--- config.mk ---
export PLATFORM = sky130hd
export DESIGN_NAME = tdp_divider
export DESIGN_NICKNAME = d
export VERILOG_FILES = /design/src/sv/tdp_pkg.sv /design/src/sv/tdp_divider.sv
export SDC_FILE = /design/constraint.sdc
export NUM_CORES = 1
export LEC_CHECK = 0
export BUFFER_PORTS_ARGS = -buffer_cell sky130_fd_sc_hd__buf_4
export CAP_MARGIN = 20
export CORE_MARGIN = 2
export CORE_UTILIZATION = 30
export CTS_BUF_LIST = sky130_fd_sc_hd__clkbuf_16
export CTS_CLUSTER_DIAMETER = 100
export CTS_CLUSTER_SIZE = 12
export DETAILED_ROUTE_END_ITERATION = 6
export GPL_TIMING_DRIVEN = 0
export PLACE_DENSITY_LB_ADDON = 0.1
export SLEW_MARGIN = 20
export SYNTH_ARGS = -nofsm -noshare
export SYNTH_HDL_FRONTEND = slang
export SYNTH_SLANG_ARGS = --single-unit
--- constraint.sdc ---
create_clock -name clk -period 3.1 [get_ports clk]
set_input_delay 0.31 -clock clk [delete_from_list [all_inputs] [get_ports clk]]
set_output_delay 0.31 -clock clk [all_outputs]
set_load 0.05 [all_outputs]
--- src/sv/tdp_pkg.sv ---
// tdp_pkg: shared constants and types for the trial-division prime test.
// No dependencies; used by tdp_divider and trial_division_prime_test.

package tdp_pkg;

	localparam int WIDTH = 32;            // tested width, 2..64
	localparam int CNT_W = $clog2(WIDTH); // divider step counter width

	typedef enum logic [1:0] {
		S_IDLE,
		S_DIV,
		S_EVAL
	} state_t;

	typedef struct packed {
		logic start;
	} div_ctrl_t;

	typedef struct packed {
		logic busy;
		logic done;
	} div_stat_t;

endpackage

--- src/sv/tdp_divider.sv ---
// tdp_divider: restoring divider, one quotient bit per cycle.
// Depends on tdp_pkg. Latches operands at start; done pulses when quotient and remainder hold.

module tdp_divider (
	input  logic                        clk,
	input  logic                        arst_n,
	input  tdp_pkg::div_ctrl_t          ctrl,
	input  logic [tdp_pkg::WIDTH-1:0]   dividend,
	input  logic [tdp_pkg::WIDTH-1:0]   divisor,
	output tdp_pkg::div_stat_t          stat,
	output logic [tdp_pkg::WIDTH-1:0]   quotient,
	output logic [tdp_pkg::WIDTH-1:0]   remainder
);

	logic [tdp_pkg::WIDTH-1:0] acc_q;
	logic [tdp_pkg::WIDTH-1:0] qr_q;
	logic [tdp_pkg::WIDTH-1:0] dvs_q;
	logic [tdp_pkg::CNT_W-1:0] cnt_q;
	logic                      busy_q;
	logic                      done_q;

	logic [tdp_pkg::WIDTH:0] trial;
	logic [tdp_pkg::WIDTH:0] diff;
	logic                    qbit;

	assign trial = {acc_q, qr_q[tdp_pkg::WIDTH-1]};
	assign diff  = trial - {1'b0, dvs_q};
	assign qbit  = ~diff[tdp_pkg::WIDTH];

	always_ff @(posedge clk or negedge arst_n) begin
		if (!arst_n) begin
			busy_q <= 1'b0;
			done_q <= 1'b0;
			cnt_q  <= '0;
		end else begin
			done_q <= 1'b0;
			if (ctrl.start) begin
				busy_q <= 1'b1;
				cnt_q  <= tdp_pkg::CNT_W'(tdp_pkg::WIDTH - 1);
			end else if (busy_q) begin
				cnt_q <= cnt_q - 1'b1;
				if (cnt_q == '0) begin
					busy_q <= 1'b0;
					done_q <= 1'b1;
				end
			end
		end
	end

	always_ff @(posedge clk) begin
		if (ctrl.start) begin
			acc_q <= '0;
			qr_q  <= dividend;
			dvs_q <= divisor;
		end else if (busy_q) begin
			acc_q <= qbit ? diff[tdp_pkg::WIDTH-1:0] : trial[tdp_pkg::WIDTH-1:0];
			qr_q  <= {qr_q[tdp_pkg::WIDTH-2:0], qbit};
		end
	end

	assign stat.busy = busy_q;
	assign stat.done = done_q;
	assign quotient  = qr_q;
	assign remainder = acc_q;

endmodule

==> metrics, run 1 <==
most common cell in the netlist=edfxtp_1; core area=19,400 µm²; Worst Path Buf+Inv=3; cells after synthesis=approximately 550; share of cells above drive strength 1=31.5%; Initial Util=30.5%; Worst-Margin Slew=774 ps; Post-Route M1 WL=6940 µm; syn_nets=656; GR Util All Layers=between 10% and 20%; Remaining Overflow, GRT=0; synth unique cells=61; CTS buffer count=9; Lkg Pwr=3.28 nW; crit path DAT=about 3200 ps; Max Cap Viol=0; H-tree depth=3; met3 WL=735 µm; CP Capture Type=flip-flop; Max FO, Critical Path=10; clock insertion delay at the later pin of the skew report=360 ps; CP max stage cell=or3_4; Synth top area share=32.5%; global-route wire length before repair=24,100 µm; Std-Cell Rows=51; minimum hold slack=122 ps; CP max stage delay=400 ps; Max Used Layer=met4; Synth Flop Type=edfxtp_1; CTS root buf=clkbuf_16; Syn Area/Cell=~11 µm²; Max IR drop VDD=0.245 mV; metal2 WL=7440 µm; synth-to-layout area growth=30.3%; CTS tree=done; port bufs=132; Clock Skew=15.6 ps; CTS Buffer Depth=2; ys async rst share=about 6.8%; Die X=144 µm; CTS clk-pin slew, worst paths=80 ps; WL per Instance=15.7 µm; Seq/Total Area, Yosys=between 40% and 50%; Clock Sinks=103; total vias in the final route=approximately 4,700; fmax=338 MHz; Post-synth EDFFs=64; Syn. warnings=0; Crit path max-delay family=compound AO/OA/AOI/OAI gates; Placer Congestion=0.826; drt drc=0; drt pass-1 iters=4; Mapped Area=5920 µm²; startpoint class of the critical path=flip-flop; Die ar.=20,900 µm²; Tcrit/Tclk final=around 96%; Antenna Nets Post-Route=0; type of the worst setup path=flip-flop to flip-flop; Final Hold Viols=0; vias in the first global route=4,666; status=finished, final reports clean; synth cell count leaders=edfxtp_1 (64), nor2_1 (47), inv_1 (41); Worst Hold Class=primary input to flip-flop; area leader, netlist=edfxtp_1; Total Wirelength=15,300 µm; Ports=133; max-slew violations=0; largest net degree at the start of global routing=34; CP Cell Sequence=inv_1 -> ha_2 -> a21oi_2 -> o21ai_1 -> or3_4 -> a21oi_4 -> nor2_4 -> o31ai_4 -> xnor2_2 -> buf_6 -> buf_12 -> mux2i_2 -> a211oi_2; Iter 0 DRT Violations=155; #FFs+latches synth=103; Final setup viols=0; required time worst endpoint=3310 ps; post-layout min period=between 2000 and 3000 ps; PwrDens=approximately 440 nW/µm²; Die H=~140 µm; Nets=around 810; RSZ-0062 raised after global routing=no; synth top area cells=edfxtp_1 (32%), dfxtp_1 (11%), ha_1 (7.2%), mux2_2 (6.3%), mux2i_1 (4.2%); number of vias per cell=4.77; Overall Power=3.37 mW; HPWL after DPL=11,400 µm; initial antenna violation count=0; Max-slew headroom=48.4%; number of diodes=0
worst register-to-register path, stage by stage (launching register included):
cell	delay, ps
edfxtp_1	360
inv_1	70
ha_2	300
a21oi_2	160
o21ai_1	120
or3_4	400
a21oi_4	180
nor2_4	60
o31ai_4	320
xnor2_2	190
buf_6	170
buf_12	150
mux2i_2	240
a211oi_2	90
through the flow:
stage | instance area [µm²] | TNS, ps | util [%] | worst slack, ps | instances
after floorplan | 5930 | 0 | - | 9.53 | 554
after global placement | 7250 | -3930 | 37.4 | -164 | 951
after detailed placement | 7250 | -6570 | 37.4 | -206 | 951
after CTS | 7600 | 0 | 39.2 | 20.1 | 970
after global routing | 7710 | 0 | 39.8 | 3.17 | 975
final | 7710 | 0 | 39.8 | 138 | 975
path summary, 6_finish.rpt:
check	end	slack (ps)	depth (start not counted)	start
worst min-delay path	dvs_q[6]	120	1	divisor[6]
worst min register to register	remainder[14]	520	2	remainder[14]
worst max-delay path	remainder[28]	140	13	dvs_q[17]
min in group asynchronous	done_q	310	2	arst_n
max in group asynchronous	cnt_q[4]	2660	2	arst_n
worst max register to register	remainder[28]	140	13	dvs_q[17]
state kept, by name (all words and copies together) (netlist names):
name,count
quotient,32
dvs_q,32
done_q,1
busy_q,1
remainder,32
cnt_q,5
cells by family after synthesis:
logic type      after synthesis  synth area share (%)
simple gates                135                  11.7
compound gates              122                  14.3
flops                       103                  46.3
buf+inv                      68                  4.67
mux                          58                  10.5
fa+ha+maj                    35                  7.53
xor+xnor                     33                  5.01
timing repair:
| action | in CTS | in global routing |
|---|---|---|
| pin swaps | 3 | 4 |
| hold buffers | 1 | 0 |
| endpoints found under the hold margin | 7 | 0 |
| resized for setup | 5 | 20 |
| buffers inserted | 2 | 5 |
| endpoints found under the setup margin | 24 | 19 |
layout make-up:
class,instances,area (µm²)
Buffer,27,140
Clock buffer,9,225
Clock inverter,7,70.1
Fill cell,1980,11700
Inverter,41,154
Multi-Input combinational cell,383,3000
Sequential cell,103,2740
Tap cell,265,332
Timing Repair Buffer,140,1050
layer usage:
metal | track usage, % | vias up
li1 | - | 2336
met1 | 19.3 | 2217
met2 | 24.9 | 91
met3 | 3.81 | 8
met4 | 3.93 | 0
met5 | 0 | -
placed cells by master (no fill, tap or decap), types with 3 or more instances in the layout:
cell type,instances
buf_4,143
edfxtp_1,64
nor2_1,46
inv_1,41
mux2_2,33
ha_1,30
dfxtp_1,28
a21oi_1,26
nand2_1,25
a211oi_1,25
mux2i_1,24
xnor2_1,22
clkbuf_1,20
a21o_1,10
nand2b_1,10
xor2_1,10
clkbuf_16,9
o211ai_1,7
nor3_1,7
a31oi_1,7
dfrtp_1,7
o21ai_0,6
nor3b_1,6
nand3_1,6
and3_1,5
o21a_1,4
a21oi_2,4
o21ai_1,4
nand3b_1,4
dfxtp_2,4
o21bai_1,3
o31ai_1,3
nor4bb_1,3
nor4_1,3
ha_2,3
inv_6,3
power by group:
part           internal [mW]  leakage, nW  total [mW]  switching (mW)
registers               1.55        0.984        1.59          0.0400
clock network          0.572        0.147        1.16           0.591
logic                  0.246         2.14       0.615           0.368
Note: power is estimated with default switching activity, not from simulation.
==> run 2: changes to the inputs <==
CORE_MARGIN = 8   (was 2)
SLEW_MARGIN = 25   (was 20)
==> metrics, run 2 (synthesis gave the netlist of run 1 again) <==
Initial Util=30.5%; type of the worst setup path=flip-flop to flip-flop; share of cells above drive strength 1=between 30% and 40%; CTS Buffer Depth=2; fmax=342 MHz; commonest non-fill, non-tap cell in the layout=buf_4; Lkg Pwr=3.27 nW; Final Hold Viols=0; Tcrit/Tclk final=94.5%; clock insertion delay at the later pin of the skew report=360 ps; worst reg2reg path startpoint=dvs_q[11]; Max FO, Critical Path=10; Die H=between 150 and 200 µm; CTS root buf=clkbuf_16; sequential share of power=47.2%; switching power share of the total=29.7%; port bufs=roughly 130; Max Cap Viol=0; GR Util All Layers=13.1%; Final setup viols=0; Total Wirelength=16,200 µm; status=finished, final reports clean; vias in the first global route=4,926; HP Start=divisor[1]; synth-to-layout area growth=30.1%; Overall Power=~3.4 mW; Antenna Nets Post-Route=0; commonest cells after routing, fill and taps aside=buf_4 (142), edfxtp_1 (64), nor2_1 (46); CTS clk-pin slew, worst paths=90 ps; global-route wire length before repair=25,500 µm; CP Capture Type=flip-flop; required time worst endpoint=3320 ps; Worst Hold Class=primary input to flip-flop; Psw=999 µW; Die ar.=24,500 µm²; clock power share=about a third; number of diodes=0; drt pass-1 iters=5; Nets=807; Ports=133; combinational power share=18.3%; Max-slew headroom=46.1%; Remaining Overflow, GRT=0; CTS buffer count=9; post-layout min period=slightly below 3000 ps; CTS tree=done; total vias in the final route=4,653; startpoint class of the critical path=flip-flop; metal2 WL=7770 µm; H-tree depth=3; placed insts=951; Iter 0 DRT Violations=184; Std-Cell Rows=51; Max Used Layer=met4; drt drc=0; Max IR drop VDD=0.247 mV; Internal=around 2.4 mW; max-slew violations=0; Finished Layout Cells=~980; Final Instance Area=slightly below 8000 µm²; worst setup path start=dvs_q[11]; PwrDens=437 nW/µm²; placed cell areas=7250 µm²; initial antenna violation count=0; Placer Congestion=0.838; Clock Skew=26.2 ps; number of vias per cell=4.77; Clock Sinks=103; WL per Instance=around 17 µm; crit path DAT=3140 ps; Worst-Margin Slew=809 ps; Post-Route M1 WL=between 7000 and 8000 µm; met3 WL=slightly above 1000 µm; Die X=156 µm; largest net degree at the start of global routing=34; HPWL after DPL=12,200 µm; core area=19,400 µm²
==> run 2: worst max-delay path, stage by stage (launching register included) <==
cell and delay (ps):
edfxtp_1 370, inv_1 70, ha_2 300, a21oi_1 160, o21ai_1 120, or3_4 390
a21oi_4 180, nor2_4 70, o31ai_4 320, xnor2_2 190, buf_6 160, buf_12 150
mux2i_2 230, a211oi_2 90
==> run 2: power by group through the flow <==
stage	Combinational, mW	Sequential [mW]	Clock [mW]
6_report	0.615	1.59	1.16
5_1_grt	0.661	1.60	1.25
4_1_cts	0.613	1.59	1.21
3_5_place_dp	0.609	1.62	0
3_3_place_gp	0.602	1.62	0
2_1_floorplan	0.229	1.78	0
==> run 2: what timing repair did <==
| action | CTS | global route |
|---|---|---|
| resized for setup | 3 | 22 |
| pin swaps | 1 | 6 |
| endpoints found under the setup margin | 24 | 26 |
| hold buffers | 1 | 0 |
| endpoints found under the hold margin | 7 | 0 |
| setup buffers | 1 | 6 |
==> run 2: final timing paths <==
kind,end,slack [ps],depth (start not counted)
worst max-delay path,remainder[28],170,13
worst min-delay path,dvs_q[1],120,1
worst max register to register,remainder[28],170,13
worst min register to register,remainder[14],520,2
max in group asynchronous,cnt_q[0],2650,2
min in group asynchronous,cnt_q[2],330,2
==> run 2: layout make-up <==
class	instances	area, µm²
Buffer	27	140
Clock buffer	9	225
Clock inverter	7	71.3
Fill cell	1978	11700
Inverter	41	154
Multi-Input combinational cell	383	2980
Sequential cell	103	2740
Tap cell	265	332
Timing Repair Buffer	140	1050
==> run 2: metal layers <==
metal,vias to the layer above,track usage [%]
met2,106,22.0
met4,0,2.70
met5,-,0
met3,8,4.63
met1,2203,15.9
li1,2336,-
==> run 2: through the flow <==
step	TNS [ps]	hold slack, ps	utilization [%]	setup slack (ps)
after floorplan	0	14.4	-	9.53
after global placement	-4150	126	37.4	-167
after detailed placement	-7720	129	37.4	-170
after CTS	0	101	39.1	0.528
after global routing	-20.5	98.1	39.7	-20.5
final	0	119	39.7	172
